**config.mk**
```make
export PLATFORM = sky130hd
export DESIGN_NAME = fsfl_ctrl
export DESIGN_NICKNAME = d
export VERILOG_FILES = /design/src/rtl/fsfl_pkg.sv /design/src/rtl/fsfl_ctrl.sv
export SDC_FILE = /design/constraint.sdc
export NUM_CORES = 1
export LEC_CHECK = 0
export CORE_MARGIN = 2
export CORE_UTILIZATION = 25
export CTS_CLUSTER_SIZE = 30
export DETAILED_ROUTE_END_ITERATION = 8
export DONT_BUFFER_PORTS = 1
export PLACE_DENSITY = 0.38
export SLEW_MARGIN = 20
export SYNTH_ARGS = -nofsm -noshare
export SYNTH_HDL_FRONTEND = slang
export SYNTH_SLANG_ARGS = --single-unit
```
**constraint.sdc**
```tcl
create_clock -name clk_i -period 4.8 [get_ports clk_i]
set_clock_uncertainty 0.2 [all_clocks]
set_input_delay 0.96 -clock clk_i [delete_from_list [all_inputs] [get_ports clk_i]]
set_output_delay 0.96 -clock clk_i [all_outputs]
set_load 0.005 [all_outputs]
```
**src/rtl/fsfl_pkg.sv**
```systemverilog
package fsfl_pkg;

  localparam int unsigned MAX_SLOTS  = 1024;
  localparam int unsigned WORD_BYTES = 8;

  localparam int unsigned SLOT_W  = $clog2(MAX_SLOTS);
  localparam int unsigned LINK_W  = SLOT_W + 1;
  localparam int unsigned COUNT_W = 11;
  localparam int unsigned SIZE_W  = 16;
  localparam int unsigned SB_W    = SIZE_W + 1;
  localparam int unsigned BYTES_W = 27;
  localparam int unsigned SCNT_W  = 11;
  localparam int unsigned CFG_IDX_W  = 2;
  localparam int unsigned CFG_DATA_W = 16;

  localparam logic [LINK_W-1:0] LINK_NULL = LINK_W'(MAX_SLOTS);

  localparam logic [CFG_IDX_W-1:0] CFG_OBJECT_SIZE = 2'd0;
  localparam logic [CFG_IDX_W-1:0] CFG_SLOT_COUNT  = 2'd1;

  typedef enum logic [1:0] {
    ACT_ALLOC   = 2'd0,
    ACT_FREE    = 2'd1,
    ACT_RESIZE  = 2'd2,
    ACT_REBUILD = 2'd3
  } action_e;

  typedef enum logic [1:0] {
    ST_IDLE,
    ST_READ,
    ST_WALK,
    ST_DONE
  } state_e;

  typedef struct packed {
    logic              we;
    logic [SLOT_W-1:0] waddr;
    logic [LINK_W-1:0] wdata;
    logic              re;
    logic [SLOT_W-1:0] raddr;
  } mem_req_t;

  typedef struct packed {
    logic               ok;
    logic [SLOT_W-1:0]  granted;
    logic [COUNT_W-1:0] used;
  } res_t;

endpackage

```
**src/rtl/fsfl_ctrl.sv**
```systemverilog
module fsfl_ctrl (
  input  logic                              clk_i,
  input  logic                              rst_ni,
  input  logic                              in_valid_i,
  output logic                              in_stall_o,
  input  logic [1:0]                        action_i,
  input  logic                              slot_valid_i,
  input  logic [fsfl_pkg::SLOT_W-1:0]       slot_index_i,
  input  logic [fsfl_pkg::SIZE_W-1:0]       request_size_i,
  input  logic [fsfl_pkg::SB_W-1:0]         slot_bytes_i,
  input  logic [fsfl_pkg::SCNT_W-1:0]       slot_count_i,
  output fsfl_pkg::mem_req_t                mem_req_o,
  input  logic [fsfl_pkg::LINK_W-1:0]       mem_rdata_i,
  output logic                              res_valid_o,
  input  logic                              res_ready_i,
  output fsfl_pkg::res_t                    res_o
);

  fsfl_pkg::state_e state_q, state_d;
  logic [fsfl_pkg::LINK_W-1:0]  head_q, head_d;
  logic [fsfl_pkg::COUNT_W-1:0] used_q, used_d;
  logic [fsfl_pkg::SLOT_W-1:0]  walk_q, walk_d;
  logic                         ok_q, ok_d;
  logic [fsfl_pkg::SLOT_W-1:0]  granted_q, granted_d;

  fsfl_pkg::action_e            act;
  logic                         accept;
  logic                         is_alloc;
  logic                         fits;
  logic [fsfl_pkg::LINK_W-1:0]  link_cnt;
  logic [fsfl_pkg::LINK_W-1:0]  walk_next;
  logic                         walk_last;

  assign act      = fsfl_pkg::action_e'(action_i);
  assign accept   = in_valid_i && !in_stall_o;
  assign is_alloc = (act == fsfl_pkg::ACT_ALLOC) ||
                    ((act == fsfl_pkg::ACT_RESIZE) && !slot_valid_i);
  assign fits     = {1'b0, request_size_i} <= slot_bytes_i;

  // rebuild length, clamped to the pool size
  assign link_cnt  = (slot_count_i > fsfl_pkg::SCNT_W'(fsfl_pkg::MAX_SLOTS)) ?
                     fsfl_pkg::LINK_NULL : fsfl_pkg::LINK_W'(slot_count_i);
  assign walk_next = {1'b0, walk_q} + fsfl_pkg::LINK_W'(1);
  assign walk_last = walk_next == link_cnt;

  assign in_stall_o  = state_q != fsfl_pkg::ST_IDLE;
  assign res_valid_o = state_q == fsfl_pkg::ST_DONE;
  assign res_o.ok      = ok_q;
  assign res_o.granted = granted_q;
  assign res_o.used    = used_q;

  always_comb begin
    state_d   = state_q;
    head_d    = head_q;
    used_d    = used_q;
    walk_d    = walk_q;
    ok_d      = ok_q;
    granted_d = granted_q;
    mem_req_o = '0;

    case (state_q)
      fsfl_pkg::ST_IDLE: begin
        if (accept) begin
          ok_d      = 1'b1;
          granted_d = '0;
          state_d   = fsfl_pkg::ST_DONE;
          if (is_alloc) begin
            if (!fits || head_q[fsfl_pkg::LINK_W-1]) begin
              ok_d = 1'b0;
            end else begin
              // pop: fetch the head's link, commit next cycle
              mem_req_o.re    = 1'b1;
              mem_req_o.raddr = head_q[fsfl_pkg::SLOT_W-1:0];
              granted_d       = head_q[fsfl_pkg::SLOT_W-1:0];
              state_d         = fsfl_pkg::ST_READ;
            end
          end else begin
            case (act)
              fsfl_pkg::ACT_FREE: begin
                if (slot_valid_i) begin
                  mem_req_o.we    = 1'b1;
                  mem_req_o.waddr = slot_index_i;
                  mem_req_o.wdata = head_q;
                  head_d          = {1'b0, slot_index_i};
                  used_d          = used_q - fsfl_pkg::COUNT_W'(1);
                end
              end
              fsfl_pkg::ACT_RESIZE: begin
                if (fits) begin
                  granted_d = slot_index_i;
                end else begin
                  ok_d = 1'b0;
                end
              end
              fsfl_pkg::ACT_REBUILD: begin
                used_d = '0;
                walk_d = '0;
                if (link_cnt == '0) begin
                  head_d = fsfl_pkg::LINK_NULL;
                end else begin
                  head_d  = '0;
                  state_d = fsfl_pkg::ST_WALK;
                end
              end
              default: begin
              end
            endcase
          end
        end
      end
      fsfl_pkg::ST_READ: begin
        head_d  = mem_rdata_i;
        used_d  = used_q + fsfl_pkg::COUNT_W'(1);
        state_d = fsfl_pkg::ST_DONE;
      end
      fsfl_pkg::ST_WALK: begin
        mem_req_o.we    = 1'b1;
        mem_req_o.waddr = walk_q;
        mem_req_o.wdata = walk_last ? fsfl_pkg::LINK_NULL : walk_next;
        walk_d          = walk_next[fsfl_pkg::SLOT_W-1:0];
        if (walk_last) begin
          state_d = fsfl_pkg::ST_DONE;
        end
      end
      fsfl_pkg::ST_DONE: begin
        if (res_ready_i) begin
          state_d = fsfl_pkg::ST_IDLE;
        end
      end
      default: begin
        state_d = fsfl_pkg::ST_IDLE;
      end
    endcase
  end

  always_ff @(posedge clk_i or negedge rst_ni) begin
    if (!rst_ni) begin
      state_q <= fsfl_pkg::ST_IDLE;
      head_q  <= fsfl_pkg::LINK_NULL;
      used_q  <= '0;
      walk_q  <= '0;
    end else begin
      state_q <= state_d;
      head_q  <= head_d;
      used_q  <= used_d;
      walk_q  <= walk_d;
    end
  end

  always_ff @(posedge clk_i) begin
    ok_q      <= ok_d;
    granted_q <= granted_d;
  end

endmodule

```
==> metrics, run 1 <==
status=finished clean; clk sinks=45; FF-to-FF setup slack=1800 ps; metal2 WL=5745 um; Max Cap Violations=0; routability congestion estimate=0.8444; Avg Inst Size Synth=8.293 um^2; Ant. Diodes=0; Die Wd=126.7 um; RSZ-0062 raised after global routing=no; crit path launch type=primary input; DP Area=3921 um^2; Initial Utilization=25.71%; initial DRC count=approximately 220; row cnt=44; final hold viol count=0; Post-synth EDFFs=11; Rel. slew slack=30.05%; cells along the critical path=inv_1 > ha_1 > a21o_1 > a21o_1 > a211o_1 > a221o_1 > a21oi_2 > and3_1; global route overflow=0; post-route cell area=4069 um^2; Worst VDD drop=0.1463 mV; initial antenna violation count=0; setup TNS=0 ps; Hold Crit Class=in -> async; GRT Overall Usage=16.20%; mapped cell area=3765 um^2; Synth area leaders=dfrtp_1, edfxtp_1, ha_1; Max Buffers Root-to-Sink=2; syn nets=549; TritonCTS Buffers=5; largest net degree at the start of global routing=35; cell count after synthesis=454; Worst EP arrival=roughly 3100 ps; crit share post-route=89.13%; CP most frequent cell=a21o_1; number of gates resized after CTS=0; Yosys reg bits=45; CP peak stage delay=500 ps; first-pass GRT wire length=20020 um; P per Cell Area=roughly 500 nW/um^2; chip height=126.7 um; setup bufs post-CTS=0; Final Max Slew Viols=0; detailed-route via count=roughly 3400; Crit path required time=3640 ps; Leak=between 1.5 and 2 nW; core box area=14640 um^2; Pre-Repair DR Iteration Count=5; R2R Path End=state_q[0]; I/O pin total=between 100 and 150; top cell type's share of synthesized area=between 20% and 30%; Reg clk slew, reported paths=70 ps; later-pin clock latency in the skew report=between 200 and 300 ps; Yosys top cell by area=dfrtp_1; final setup fails=0; Detail Route Antenna Nets=0; Vias/cell=5.513; M1 wire length=approximately 6000 um; slowest cell on the critical path=a21oi_2; Layout Area Growth over Synthesis=8.076%; Final #Nets=around 530; die area=16060 um^2; # hold bufs at CTS=0; # port buffers=0; Met3 Routed Length=1265 um; CTS root buf=clkbuf_16; Worst Path Max Fanout=12; critical path class=in -> out; Max Fclk=around 230 MHz; CTS tree=yes; CTS HTree Levels=2; Residual DRC=0; Netlist cell types=62; Async SR Flop Fraction=75.56%; Slew @ Worst Pin=1042 ps; Synth Warn #=0; DP Wirelength=10060 um; Top Metal Used=met4; Worst R2R Path Depth=8; post-synthesis sequential area ratio=31.41%; share of cells above drive strength 1=6.591%; routed len/inst=~21 um; vias in the first global route=3331; nature of the critical path endpoint=primary output; Top FF cell, synth=dfrtp_1; Routed WL=roughly 13000 um; reg2reg start=walk_q[0]; Min Clock Period, post-route=4278 ps
critical path, delay by kind of cell:
| kind | cells | cell delay [ps] |
|---|---|---|
| buf+inv | 1 | 20 |
| compound gates | 5 | 1560 |
| simple gates | 1 | 280 |
| fa+ha+maj | 1 | 290 |
synthesized netlist by cell type, drive strengths merged (6+ instances only):
cell type / instances
clkbuf: 20
a22o: 29
and3: 23
buf: 8
nand3: 14
o21ai: 47
xor2: 6
nor2: 34
nor3: 12
a21oi: 22
nand2: 48
dfrtp: 33
inv: 36
ha: 23
nand4: 10
edfxtp: 11
how the worst max path moves through the flow:
| stage | from | cells past startpoint | slack (ps) | endpoint |
|---|---|---|---|---|
| after floorplan | slot_bytes_i[6] | 9 | 800 | mem_req_o[1] |
| after global placement | slot_bytes_i[6] | 8 | 570 | mem_req_o[7] |
| after detailed placement | slot_bytes_i[6] | 8 | 520 | mem_req_o[7] |
| after CTS | slot_bytes_i[6] | 8 | 510 | mem_req_o[7] |
| after global routing | slot_bytes_i[6] | 8 | 380 | mem_req_o[5] |
| final | slot_bytes_i[6] | 8 | 520 | mem_req_o[7] |
routing by layer:
layer | GRT usage (%) | vias to the layer above
li1 | - | 1628
met1 | 21.45 | 1638
met2 | 25.41 | 160
met3 | 5.652 | 14
met4 | 4.072 | 0
met5 | 0 | -
stage by stage:
stage | power (mW) | hold WS, ps | setup slack (ps) | instances | util [%]
after floorplan | 1.363 | 286.1 | 804.5 | 454 | -
after global placement | 1.664 | 334.8 | 572.6 | 616 | 26.78
after CTS | 2.042 | 148.5 | 511.8 | 624 | 27.79
after detailed placement | 1.672 | 339.6 | 520.2 | 616 | 26.78
after global routing | 2.204 | 143.7 | 380.5 | 624 | 27.79
final | 2.021 | 160.1 | 522.0 | 624 | 27.79
placed cells by master, fill, tap and decap left out, types with 5 or more instances in the layout:
cell | Yosys | final
a21o_1 | 5 | 5
a21oi_1 | 19 | 19
a22o_1 | 29 | 29
and3_1 | 23 | 23
buf_4 | 4 | 6
clkbuf_16 | 0 | 5
dfrtp_1 | 33 | 33
edfxtp_1 | 11 | 11
ha_1 | 23 | 23
inv_1 | 36 | 36
mux2i_1 | 5 | 5
nand2_1 | 47 | 47
nand3_1 | 13 | 13
nand4_1 | 10 | 10
nor2_1 | 34 | 34
nor2b_1 | 5 | 5
nor3_1 | 11 | 11
o21ai_0 | 44 | 43
xor2_1 | 6 | 6
power breakdown:
group | switching (mW) | internal, mW
registers | 0.220 | 0.529
clock network | 0.165 | 0.194
logic | 0.580 | 0.332
total | 0.965 | 1.06
cells by family after synthesis:
logic type | synth area share (%)
xor gates and xnor gates | 5.118
adders and majority gates | 7.644
buffers and inverters | 6.846
muxes | 1.928
AOI/OAI and AO/OA | 24.43
DFF | 31.41
and+or+nand+nor | 22.63
area by class of cell:
type / count / area (um^2)
fillers: 1585 / 10580
well taps: 184 / 230.2
inverters: 36 / 135.1
multi-input cells: 345 / 2328
repair buffers: 6 / 45.04
clock buffers: 5 / 125.1
flip-flops and latches: 45 / 1182
clock inverters: 3 / 22.52
flip-flops by register name, summed over array words and instances (netlist names):
signal	cells
ok_q	1
granted_q	10
head_q	11
walk_q	10
used_q	11
state_q	2
Note: power is estimated with default switching activity, not from simulation.
==> inputs of run 2 (changes only) <==
--- a/config.mk
+++ b/config.mk
@@ -5,7 +5,7 @@
 export SDC_FILE = /design/constraint.sdc
 export NUM_CORES = 1
 export LEC_CHECK = 0
-export CORE_MARGIN = 2
+export ABC_AREA = 1
 export CORE_UTILIZATION = 25
 export CTS_CLUSTER_SIZE = 30
 export DETAILED_ROUTE_END_ITERATION = 8
==> metrics, run 2 <==
global route overflow=0; Max Fclk=248.9 MHz; busiest grt layer=met2; Die Wd=123.1 um; register area=1182 um^2; Worst Path Max Fanout=18; GRT Overall Usage=16.67%; met2 Usage GRT=29.14%; Hold Crit Class=in -> async; Residual DRC=0; Post-synth top cells=nand2_1, inv_1, o21ai_0, nor2_1, dfrtp_1; Min Clock Period, post-route=4018 ps; Non-Filler Instances=718; Routed WL=12480 um; Netlist cell types=36; DP Wirelength=9992 um; CTS tree=yes; Avg Inst Size Synth=6.692 um^2; setup bufs post-CTS=0; detailed-route via count=3553; final setup fails=0; P per Cell Area=471.8 nW/um^2; RSZ-0062 raised after global routing=no; initial antenna violation count=0; cells along the critical path=nor2_1 > nand3_2 > o21bai_4 > nand3_1 > nand2_1 > nor2_1 > nand2_1 > nor2_1 > nand2_1 > nand2_1 > o22ai_1; CTS HTree Levels=2; mapped cell area=3667 um^2; fillers=1585; largest registers=head_q: 11 flops, used_q: 11 flops; Post-synth EDFFs=11; top cell type's share of synthesized area=between 20 and 25%; Synth Warn #=0; most frequent cell after synthesis=nand2_1; Top FF cell, synth=dfrtp_1; Worst EP arrival=2860 ps; Reg clk slew, reported paths=70 ps; TritonCTS Buffers=5; most frequent cells in the layout=nand2_1, inv_1, o21ai_0; FF-to-FF setup slack=1420 ps; # hold bufs at CTS=0; Worst VDD drop=0.2061 mV; Detail Route Antenna Nets=0; crit path launch type=primary input; Max Buffers Root-to-Sink=2; critical path class=in -> out; later-pin clock latency in the skew report=290 ps; Slew @ Worst Pin=853.3 ps; core box area=around 14000 um^2; crit share post-route=83.70%; nature of the critical path endpoint=primary output; most common cell after layout, fill and taps aside=nand2_1; # port buffers=0; Crit path required time=3640 ps; initial DRC count=190; Async SR Flop Fraction=around 76%; R2R Path End=used_q[7]; area occupied by multi-input gates=2069 um^2; row cnt=43; I/O pin total=129; status=finished clean; vias in the first global route=3450; Vias/cell=4.948; largest net degree at the start of global routing=35; CTS root buf=clkbuf_16; Pre-Repair DR Iteration Count=4; placed cell count=710; Synth area leaders=dfrtp_1, nand2_1, edfxtp_1; setup TNS=0 ps; chip height=123.1 um; CP most frequent cell=nand2_1; Max Cap Violations=0; met3 global-route usage=5.397%; routability congestion estimate=0.8089; reg2reg start=state_q[1]; met1 Use GR=19.72%; Yosys top cell by area=dfrtp_1; Final #Nets=632; clk sinks=45; Ant. Diodes=0; slowest cell on the critical path=nand2_1; routed len/inst=17.39 um; syn nets=643; Rel. slew slack=a little over two fifths; share of cells above drive strength 1=under 10%; Worst R2R Path Depth=9; Layout Area Growth over Synthesis=8.700%; Leak=approximately 1.8 nW; CP peak stage delay=around 360 ps; cell count after synthesis=~550; Yosys reg bits=45; first-pass GRT wire length=18940 um; die area=about 15000 um^2; final hold viol count=0; post-synthesis sequential area ratio=~32%; number of gates resized after CTS=0; Final Max Slew Viols=0; Initial Utilization=26.02%
-- run 2: area by class of cell --
cell class / count / share of cell area, %
clock inverters: 3 / 1.161
well taps: 180 / 5.650
inverters: 84 / 7.910
clock buffers: 5 / 3.139
multi-input cells: 398 / 51.91
repair buffers: 3 / 0.5650
flip-flops and latches: 45 / 29.66
-- run 2: how the worst max path moves through the flow --
stage	startpoint	endpoint	cells past startpoint
2_1_floorplan	slot_bytes_i[8]	mem_req_o[1]	10
3_3_place_gp	slot_bytes_i[15]	mem_req_o[2]	9
3_5_place_dp	slot_count_i[6]	mem_req_o[13]	11
4_1_cts	slot_count_i[6]	mem_req_o[13]	11
5_1_grt	slot_count_i[6]	mem_req_o[13]	11
6_report	slot_count_i[6]	mem_req_o[13]	11
-- run 2: kinds of logic (layout without fill, tap and decap cells) --
group | count (synthesis) | after routing | share of synthesized area [%]
AO/OA/AOI/OAI | 102 | 102 | 15.42
XOR/XNOR | 9 | 9 | 2.150
adder cells (fa/ha/maj) | 23 | 23 | 7.847
buffers and inverters | 105 | 95 | 11.33
flip-flops | 45 | 45 | 32.24
AND/OR/NAND/NOR | 264 | 264 | 31.01
-- run 2: metrics by stage --
stage	hold WS [ps]	power [mW]	util, %	instance area [um^2]	setup slack (ps)
finish	160.1	1.881	28.28	3986	782.2
global route	143.5	2.050	28.28	3986	608.1
CTS	153.7	1.904	28.28	3986	774.5
detailed placement	338.0	1.484	27.06	3815	775.5
global placement	329.7	1.484	27.06	3815	806.2
floorplan	290.3	1.255	-	3667	1306
-- run 2: power by group --
part	switching, mW	internal [mW]
clock network	0.162	0.247
logic	0.596	0.240
registers	0.109	0.527
total	0.867	1.01
-- run 2: worst max-delay path, delay by kind of cell --
kind	cells	cell delay, ps
AO/OA/AOI/OAI	2	640
AND/OR/NAND/NOR	9	1240
-- run 2: routing by layer --
metal,part of all wire [%],vias to the layer above
li1,-,1776
met1,42,1630
met2,48,134
met3,9.3,13
met4,1.6,0
met5,0,-
