<file path="src/rtl/fsfl_pkg.sv">
package fsfl_pkg;

  localparam int unsigned MAX_SLOTS  = 1024;
  localparam int unsigned WORD_BYTES = 8;

  localparam int unsigned SLOT_W  = $clog2(MAX_SLOTS);
  localparam int unsigned LINK_W  = SLOT_W + 1;
  localparam int unsigned COUNT_W = 11;
  localparam int unsigned SIZE_W  = 16;
  localparam int unsigned SB_W    = SIZE_W + 1;
  localparam int unsigned BYTES_W = 27;
  localparam int unsigned SCNT_W  = 11;
  localparam int unsigned CFG_IDX_W  = 2;
  localparam int unsigned CFG_DATA_W = 16;

  localparam logic [LINK_W-1:0] LINK_NULL = LINK_W'(MAX_SLOTS);

  localparam logic [CFG_IDX_W-1:0] CFG_OBJECT_SIZE = 2'd0;
  localparam logic [CFG_IDX_W-1:0] CFG_SLOT_COUNT  = 2'd1;

  typedef enum logic [1:0] {
    ACT_ALLOC   = 2'd0,
    ACT_FREE    = 2'd1,
    ACT_RESIZE  = 2'd2,
    ACT_REBUILD = 2'd3
  } action_e;

  typedef enum logic [1:0] {
    ST_IDLE,
    ST_READ,
    ST_WALK,
    ST_DONE
  } state_e;

  typedef struct packed {
    logic              we;
    logic [SLOT_W-1:0] waddr;
    logic [LINK_W-1:0] wdata;
    logic              re;
    logic [SLOT_W-1:0] raddr;
  } mem_req_t;

  typedef struct packed {
    logic               ok;
    logic [SLOT_W-1:0]  granted;
    logic [COUNT_W-1:0] used;
  } res_t;

endpackage

</file>
<file path="src/rtl/fsfl_out_stage.sv">
module fsfl_out_stage (
  input  logic                              clk_i,
  input  logic                              rst_ni,
  input  logic                              res_valid_i,
  output logic                              res_ready_o,
  input  fsfl_pkg::res_t                    res_i,
  input  logic [fsfl_pkg::SB_W-1:0]         slot_bytes_i,
  output logic                              out_valid_o,
  input  logic                              out_stall_i,
  output logic                              ok_o,
  output logic [fsfl_pkg::SLOT_W-1:0]       granted_slot_o,
  output logic [fsfl_pkg::COUNT_W-1:0]      used_slots_o,
  output logic [fsfl_pkg::BYTES_W-1:0]      used_bytes_o
);

  logic                                         out_valid_q, out_valid_d;
  logic                                         load;
  logic [fsfl_pkg::COUNT_W+fsfl_pkg::SB_W-1:0]  prod;

  assign res_ready_o = !out_valid_q || !out_stall_i;
  assign load        = res_valid_i && res_ready_o;
  assign prod        = (fsfl_pkg::COUNT_W + fsfl_pkg::SB_W)'(res_i.used) *
                       (fsfl_pkg::COUNT_W + fsfl_pkg::SB_W)'(slot_bytes_i);

  always_comb begin
    out_valid_d = out_valid_q;
    if (load) begin
      out_valid_d = 1'b1;
    end else if (!out_stall_i) begin
      out_valid_d = 1'b0;
    end
  end

  always_ff @(posedge clk_i or negedge rst_ni) begin
    if (!rst_ni) begin
      out_valid_q <= 1'b0;
    end else begin
      out_valid_q <= out_valid_d;
    end
  end

  always_ff @(posedge clk_i) begin
    if (load) begin
      ok_o           <= res_i.ok;
      granted_slot_o <= res_i.granted;
      used_slots_o   <= res_i.used;
      used_bytes_o   <= prod[fsfl_pkg::BYTES_W-1:0];
    end
  end

  assign out_valid_o = out_valid_q;

endmodule

</file>
<file path="config.mk">
export PLATFORM = sky130hd
export DESIGN_NAME = fsfl_out_stage
export DESIGN_NICKNAME = d
export VERILOG_FILES = /design/src/rtl/fsfl_pkg.sv /design/src/rtl/fsfl_out_stage.sv
export SDC_FILE = /design/constraint.sdc
export NUM_CORES = 1
export LEC_CHECK = 0
export CORE_MARGIN = 2
export CORE_UTILIZATION = 60
export CTS_CLUSTER_DIAMETER = 200
export DETAILED_ROUTE_END_ITERATION = 7
export DONT_BUFFER_PORTS = 1
export PLACE_DENSITY = 0.76
export SYNTH_ARGS = -nofsm -noshare
export SYNTH_HDL_FRONTEND = slang
export SYNTH_SLANG_ARGS = --single-unit
</file>
<file path="constraint.sdc">
create_clock -name clk_i -period 4.32 [get_ports clk_i]
set_clock_uncertainty 0.2 [all_clocks]
set_input_delay 0.648 -clock clk_i [delete_from_list [all_inputs] [get_ports clk_i]]
set_output_delay 0.648 -clock clk_i [all_outputs]
set_load 0.05 [all_outputs]
</file>
==> results of run 1 <==
==> through the flow <==
stage,cells,util (%),setup TNS [ps],area [um2]
final,984,73.78,-7706,8972
after global routing,984,73.78,-10240,8972
after CTS,978,72.25,-6689,8787
after detailed placement,964,69.26,-12650,8423
after global placement,964,69.26,-11730,8423
after floorplan,765,-,-10380,8114
==> cell usage in the layout (no fill, tap or decap), types with 3 or more instances in the layout <==
master / synthesis / final
a211oi_2: 1 / 4
a21o_1: 6 / 6
a21oi_1: 22 / 9
a21oi_2: 0 / 7
a21oi_4: 0 / 6
and2_1: 90 / 86
and2_4: 0 / 3
buf_4: 1 / 60
buf_6: 0 / 13
clkbuf_16: 0 / 5
edfxtp_1: 49 / 49
fa_1: 133 / 127
fa_2: 0 / 6
ha_1: 63 / 45
ha_4: 0 / 17
inv_1: 156 / 149
inv_2: 0 / 7
nand2_1: 115 / 102
nand2_2: 0 / 8
nand2_4: 0 / 4
nand2b_1: 3 / 3
nand3_1: 7 / 6
nand4_1: 3 / 3
nor2_1: 7 / 7
o21a_1: 3 / 3
o21ai_1: 3 / 5
o21ai_2: 0 / 4
xnor2_1: 14 / 12
xor2_1: 9 / 8
==> layer usage <==
metal  track usage (%)  share of wire [%]  routed length (um)  vias up
met1             32.13                 35                6342     2819
met3             4.759                5.0                 904       56
met2             56.96                 56               10210      187
met4             12.62                3.8                 684        0
met5                 0                  0                   0        -
li1                  -                  -                   -     2447
==> path summary, 6_finish.rpt <==
| path | startpoint | end | slack (ps) |
|---|---|---|---|
| min in group asynchronous | rst_ni | out_valid_o | 360 |
| max in group asynchronous | rst_ni | out_valid_o | 3470 |
| hold reg to reg | out_valid_o | out_valid_o | 1010 |
| hold / removal | res_i[7] | used_slots_o[7] | 240 |
| setup reg to reg | out_valid_o | used_slots_o[4] | 1630 |
| setup / recovery | slot_bytes_i[5] | used_bytes_o[24] | -600 |
==> layout make-up <==
cell class / instances / area (um2)
Fill cell: 857 / 3189
Multi-Input combinational cell: 528 / 5896
Inverter: 156 / 585.6
Tap cell: 168 / 210.2
Clock inverter: 2 / 38.79
Clock buffer: 6 / 138.9
Timing Repair Buffer: 74 / 606.8
Sequential cell: 50 / 1496
==> state kept, by name (all words and copies together), names as in the netlist <==
register        cells
used_bytes_o       27
used_slots_o       11
granted_slot_o     10
ok_o                1
out_valid_o         1
==> logic make-up after synthesis <==
family	synth area share, %
xor+xnor	2.673
flops	19.85
fa+ha+maj	45.78
compound gates	6.092
buf+inv	9.379
simple gates	16.09
mux	0.1328
==> what timing repair did <==
action,in CTS,in global routing
setup buffers,20,7
setup endpoints to repair,16,18
hold buffers,1,0
cloned,0,0
hold endpoints to repair,1,0
pin swaps,24,27
gates resized for setup,24,31
==> run_results.csv, run 1 <==
group,metric,value,unit
setup_path,arrival,4780,ps
global_route,grt_pass1_vias,6447,
finish,final_nets,1054,
floorplanning,boundaryPins,94,
setup_path,worstPathCellList,"and2_4 -> fa_1 -> inv_2 -> fa_1 -> inv_1 -> fa_2 -> fa_1 -> inv_1 -> fa_1 -> inv_2 -> ha_4 -> and3_4 -> a31oi_4 -> a31oi_4 -> o311ai_1 -> a311o_1",
floorplanning,dieWidth,116.1,um
placed_design,io_buffers,0,
outcome,failed_checks,"negative setup slack",
routing,drc,0,
synth,synth_flop_cell,"edfxtp_1",
setup_path,slowest_stage,"fa_1",
min_path,hold_path.class,"in -> reg",
sta,final_hold_viol_count,0,
sta,finalCriticalPeriod,4924,ps
clock_network,clockRootBuffer,"clkbuf_16",
synth,synth_top_area_share,35.33,%
sta,setup_ws,-604.4,ps
sta,final-setup-viol-count,18,
synth,synth_seq_cells,50,
synth,synth-async-reset-ratio,2.000,%
global_route,grt_usage,29.66,%
synth,syn_nets,1004,
clock_network,tritoncts,"yes",
job,max-cap-violations,0,
setup_path,critical_path_buf_inv_count,4,
sta,rsz0062_at_grt,"yes",
clock_network,worstSkewPairLatency,290,ps
global_route,grt_overflow,0,
finish,layout-drive-gt1-share,20.96,%
global_route,antenna_found_initial,0,
setup_path,ff2ff_path_depth,2,
global_route,grt_pass1_wl,30370,um
synth,netlist_instances,765,
sta,worst_slew_pin_slew,1167,ps
clock_network,htreeDepth,2,
outcome,status,"finished, violations left",
synth,synth_edf_count,49,
synth,yosysTopAreaCell,"fa_1",
finish,area_growth_syn_to_layout,19.04,%
routing,first_pass_iters,5,
synth,ys_types,50,
synth,yosys-top-cells-count,"inv_1, fa_1, nand2_1",
placed_design,dp_slack,-912.0,ps
synth,avgSynthCellArea,9.853,um2
routing,routed_wl,18140,um
routing,vias,5509,
finish,antennaDiodeCount,0,
clock_network,clkTransAtPathRegs,80,ps
synth,seq_area_frac_synth,19.85,%
routing,ant_nets,0,
sta,timing.final.crit_share,114.0,%
floorplanning,die_y,116.1,um
sta,slew_headroom,22.22,%
sta,whs,242.2,ps
clock_network,clkSinkCount,50,
routing,viasPerCell,5.599,
setup_path,worstPathRequired,4170,ps
synth,synth_area,7537,um2
routing,drt-initial-drc-count,290,
setup_path,cp_common_cell,"fa_1",
synth,synth.most_common_cell,"inv_1",
clock_network,clockBufferDepth,2,
placed_design,place.gp.congestion,0.8864,
clock_network,cts_buffers,5,
placed_design,hpwlAfterDp,13860,um
floorplanning,core,12160,um2
setup_path,critPathLaunchType,"primary input",
routing,wl_per_cell,18.43,um
floorplanning,start_util,61.98,%
floorplanning,die_area,13470,um2
setup_path,cp_max_fo,11,
setup_path,critical_path_class,"in -> reg",
setup_path,crit_family,"adder cells",
global_route,grt_max_degree,50,
synth,yosysWarningCount,0,
sta,fmax,0.2031,GHz
setup_path,worstSetupPathDepth,16,
synth,netlist_top_cells_area,"fa_1, edfxtp_1, ha_1, inv_1, and2_1",
floorplanning,core.rowCount,40,
setup_path,slowest_delay,550,ps
sta,slew_violations,0,
min_path,worstHoldPathCells,0,
setup_path,crit_path_end_kind,"register",
Power of run 1 is left out: the tool's default activity adds up to more than one toggle a clock period on the data nets, which glitch-free logic cannot reach.
==> inputs of run 2 (changes only) <==
- SKIP_CTS_REPAIR_TIMING: default -> 1
==> run_results.csv, run 2 (synthesized netlist as in run 1, its figures left out) <==
group,metric,value,unit
clock_network,htreeDepth,2,
floorplanning,boundaryPins,94,
outcome,status,"finished, violations left",
finish,final_cell_mix,"inv_1, fa_1, nand2_1",
floorplanning,core.rowCount,40,
finish,layout_commonest_cell,"inv_1",
routing,routed_wl,17870,um
global_route,grt_usage,28.99,%
setup_path,rr_startpoint,"out_valid_o",
setup_path,slowest_stage,"fa_1",
setup_path,crit_path_end_kind,"register",
global_route,grt_pass1_wl,29730,um
global_route,grt_max_degree,50,
min_path,worstHoldPathCells,0,
floorplanning,start_util,61.98,%
finish,largest_reg_flops,27,
setup_path,critical_path_class,"in -> reg",
routing,drt-initial-drc-count,284,
sta,rsz0062_at_grt,"yes",
routing,ant_nets,0,
setup_path,crit_family,"adder cells",
routing,vias,5487,
setup_path,ff2ff_path_depth,2,
sta,fmax,0.2051,GHz
finish,antennaDiodeCount,0,
setup_path,rrSetupSlack,1640,ps
sta,finalCriticalPeriod,4877,ps
setup_path,critPathLaunchType,"primary input",
placed_design,io_buffers,0,
job,max-cap-violations,0,
sta,slew_headroom,22.80,%
clock_network,clockBufferDepth,2,
min_path,hold_path.class,"in -> reg",
clock_network,clockRootBuffer,"clkbuf_16",
routing,first_pass_iters,5,
global_route,grt_overflow,0,
sta,final-setup-viol-count,18,
finish,top_regs,"used_bytes_o x27, used_slots_o x11, granted_slot_o x10",
min_path,worstHoldEndpoint,"used_slots_o[7]",
setup_path,arrival,4730,ps
outcome,failed_checks,"negative setup slack",
floorplanning,core,12160,um2
sta,setup-tns-final,-6758,ps
routing,wl_per_cell,18.29,um
setup_path,cp_max_fo,11,
setup_path,cp_common_cell,"fa_1",
sta,setup_ws,-556.8,ps
min_path,hold_start,"res_i[7]",
finish,regMostFlops,"used_bytes_o",
global_route,grt_pass1_vias,6417,
clock_network,cts_buffers,5,
clock_network,clkSinkCount,50,
sta,final_hold_viol_count,0,
routing,drc,0,
setup_path,worstPathCellList,"and2_4 -> fa_1 -> inv_2 -> fa_1 -> inv_1 -> fa_2 -> fa_1 -> inv_1 -> fa_1 -> inv_2 -> ha_4 -> and3_4 -> nand4_1 -> a21oi_2 -> nor3_4 -> a21o_1 -> and4_1",
floorplanning,dieWidth,116.1,um
global_route,antenna_found_initial,0,
sta,timing.final.crit_share,112.9,%
finish,fillers,870,
placed_design,hpwlAfterDp,13860,um
setup_path,slowest_delay,540,ps
setup_path,worstPathRequired,4180,ps
sta,worst_slew_pin_slew,1158,ps
finish,final_nets,1047,
clock_network,worstSkewPairLatency,290,ps
routing,viasPerCell,5.616,
floorplanning,die_area,13470,um2
sta,slew_violations,0,
finish,area_growth_syn_to_layout,17.83,%
clock_network,clkTransAtPathRegs,80,ps
setup_path,critical_path_buf_inv_count,4,
setup_path,timing.rr.end,"used_slots_o[4]",
floorplanning,die_y,116.1,um
finish,layout-drive-gt1-share,20.89,%
placed_design,place.gp.congestion,0.8864,
clock_network,tritoncts,"yes",
-- run 2: cell types whose count changed in the layout (fill, tap and decap cells not counted), moves of 2 or more --
cell	before	now
a21oi_1	9	6
buf_6	13	7
xnor2_2	2	0
xnor2_1	12	14
a21oi_2	7	10
-- run 2: worst max path at each step --
stage	startpoint	endpoint	slack (ps)	depth (start not counted)
global route	slot_bytes_i[5]	used_bytes_o[25]	-740	17
detailed placement	res_i[8]	used_bytes_o[21]	-910	15
finish	slot_bytes_i[5]	used_bytes_o[25]	-560	17
global placement	res_i[8]	used_bytes_o[21]	-860	15
floorplan	slot_bytes_i[16]	used_bytes_o[24]	-870	16
CTS	res_i[5]	used_bytes_o[21]	-630	17
-- run 2: area by class of cell --
class / count / area [um2] / area share [%]
clock buffers: 6 / 138.9 / 1.564
clock inverters: 2 / 38.79 / 0.4367
inverters: 156 / 585.6 / 6.593
multi-input cells: 528 / 5879 / 66.20
flip-flops and latches: 50 / 1496 / 16.85
well taps: 168 / 210.2 / 2.367
repair buffers: 67 / 531.8 / 5.988
-- run 2: stage by stage --
stage          utilization, %  cells  setup WS [ps]  area (um2)  hold WS, ps
6_report                73.02    977         -556.8        8881        238.2
5_1_grt                 73.02    977         -741.8        8881        232.0
4_1_cts                 70.72    972         -629.3        8601       -161.9
3_5_place_dp            69.26    964         -912.0        8423        152.4
3_3_place_gp            69.26    964         -860.9        8423        152.4
2_1_floorplan               -    765         -865.3        8114        152.4
-- run 2: per-layer routing --
metal | wire [um] | global-route usage [%] | up-vias
met5 | 0 | 0 | -
met4 | 718 | 12.78 | 0
met3 | 978 | 4.916 | 66
met2 | 10000 | 55.59 | 196
met1 | 6170 | 31.12 | 2786
li1 | - | - | 2439
Power of run 2 is left out for the same reason.
==> inputs of run 3 (changes only) <==
- CORE_ASPECT_RATIO: default -> 1.25
==> run_results.csv, run 3 (synthesized netlist as in run 1, its figures left out) <==
group,metric,value,unit
clock_network,htreeDepth,2,
finish,multi_input_area,5869,um2
global_route,antenna_found_initial,0,
clock_network,tritoncts,"yes",
routing,ant_nets,0,
finish,largest_reg_flops,27,
min_path,hold_start,"res_i[7]",
finish,area_growth_syn_to_layout,17.78,%
clock_network,clockRootBuffer,"clkbuf_16",
finish,layout_commonest_cell,"inv_1",
setup_path,worstPathRequired,4180,ps
global_route,grt_pass1_wl,29090,um
setup_path,worstPathCellList,"and2_4 -> fa_1 -> fa_1 -> fa_1 -> fa_1 -> inv_2 -> fa_1 -> inv_2 -> ha_4 -> buf_4 -> a21oi_2 -> nor2_1 -> o31ai_2 -> a21oi_2 -> xor2_1",
routing,first_pass_iters,5,
finish,antennaDiodeCount,0,
setup_path,critical_path_class,"in -> reg",
floorplanning,die_area,13480,um2
sta,slew_violations,0,
min_path,worstHoldPathCells,0,
setup_path,critPathLaunchType,"primary input",
global_route,grt_max_degree,50,
finish,final_nets,1049,
sta,final_hold_viol_count,0,
setup_path,rr_startpoint,"out_valid_o",
setup_path,cp_common_cell,"fa_1",
global_route,grt_pass1_vias,6283,
finish,final_cell_mix,"inv_1, fa_1, nand2_1",
setup_path,timing.rr.end,"used_slots_o[4]",
setup_path,rrSetupSlack,1640,ps
min_path,worstHoldEndpoint,"used_slots_o[7]",
placed_design,io_buffers,0,
floorplanning,boundaryPins,94,
routing,drc,0,
floorplanning,core.rowCount,45,
sta,finalCriticalPeriod,4945,ps
sta,setup_ws,-624.8,ps
setup_path,cp_max_fo,11,
clock_network,clkTransAtPathRegs,80,ps
clock_network,clkSinkCount,50,
outcome,failed_checks,"negative setup slack",
setup_path,slowest_delay,580,ps
setup_path,setup.worst_path.start,"slot_bytes_i[5]",
job,max-cap-violations,0,
routing,wl_per_cell,18.33,um
setup_path,arrival,4810,ps
floorplanning,start_util,61.69,%
floorplanning,core,12220,um2
sta,rsz0062_at_grt,"yes",
clock_network,worstSkewPairLatency,290,ps
placed_design,hpwlAfterDp,13660,um
routing,vias,5547,
finish,layout-drive-gt1-share,21.70,%
finish,fin_util,72.66,%
sta,setup-tns-final,-7971,ps
routing,viasPerCell,5.689,
outcome,status,"finished, violations left",
sta,final-setup-viol-count,18,
setup_path,crit_family,"adder cells",
setup_path,critical_path_buf_inv_count,3,
finish,seq_area,1496,um2
finish,top_regs,"used_bytes_o x27, used_slots_o x11, granted_slot_o x10",
finish,fillers,889,
routing,drt-initial-drc-count,250,
sta,slew_headroom,21.42,%
sta,timing.final.crit_share,114.5,%
placed_design,place.gp.congestion,0.9283,
setup_path,ff2ff_path_depth,2,
setup_path,slowest_stage,"fa_1",
sta,fmax,0.2022,GHz
sta,worst_slew_pin_slew,1179,ps
finish,regMostFlops,"used_bytes_o",
routing,routed_wl,17870,um
setup_path,crit_path_end_kind,"register",
floorplanning,die_y,129.3,um
clock_network,cts_buffers,5,
global_route,grt_overflow,0,
floorplanning,dieWidth,104.2,um
min_path,hold_path.class,"in -> reg",
clock_network,clockBufferDepth,2,
global_route,grt_usage,28.01,%
==> run 3: changes by cell type in the layout (fill, tap and decap cells not counted), sizes merged <==
cell      change
buf           +2
clkbuf        -1
clkinvlp      +1
==> run 3: per-layer routing <==
layer	GRT usage (%)	wire length (um)	up-vias
met5	0	0	-
met4	17.17	1014	0
met3	3.370	710	71
met2	54.61	10080	196
met1	28.61	6065	2829
li1	-	-	2451
==> run 3: worst reg2reg max path, stage by stage, from the launching register on <==
cell     delay, ps
dfrtp_1        560
nand2_1        490
and2_2        1040
==> run 3: how the worst max path moves through the flow <==
stage,to,cells past startpoint
after global placement,used_bytes_o[24],15
after CTS,used_bytes_o[23],17
after global routing,used_bytes_o[25],15
after detailed placement,used_bytes_o[21],17
final,used_bytes_o[23],15
after floorplan,used_bytes_o[24],16
==> run 3: final cells by class <==
class / count / share of cell area, %
Clock inverter: 3 / 0.5497
Tap cell: 164 / 2.311
Multi-Input combinational cell: 528 / 66.12
Timing Repair Buffer: 69 / 6.159
Clock buffer: 5 / 1.409
Sequential cell: 50 / 16.86
Inverter: 156 / 6.596
==> run 3: stage by stage <==
| step | instance area, um2 | setup WS (ps) | instances | hold slack [ps] |
|---|---|---|---|---|
| after floorplan | 8114 | -865.3 | 765 | 152.4 |
| after global placement | 8426 | -867.5 | 961 | 152.4 |
| after detailed placement | 8426 | -927.3 | 961 | 152.4 |
| after CTS | 8600 | -718.5 | 969 | -162.8 |
| after global routing | 8877 | -709.6 | 975 | 231.3 |
| final | 8877 | -624.8 | 975 | 233.9 |
Power of run 3 is left out for the same reason.
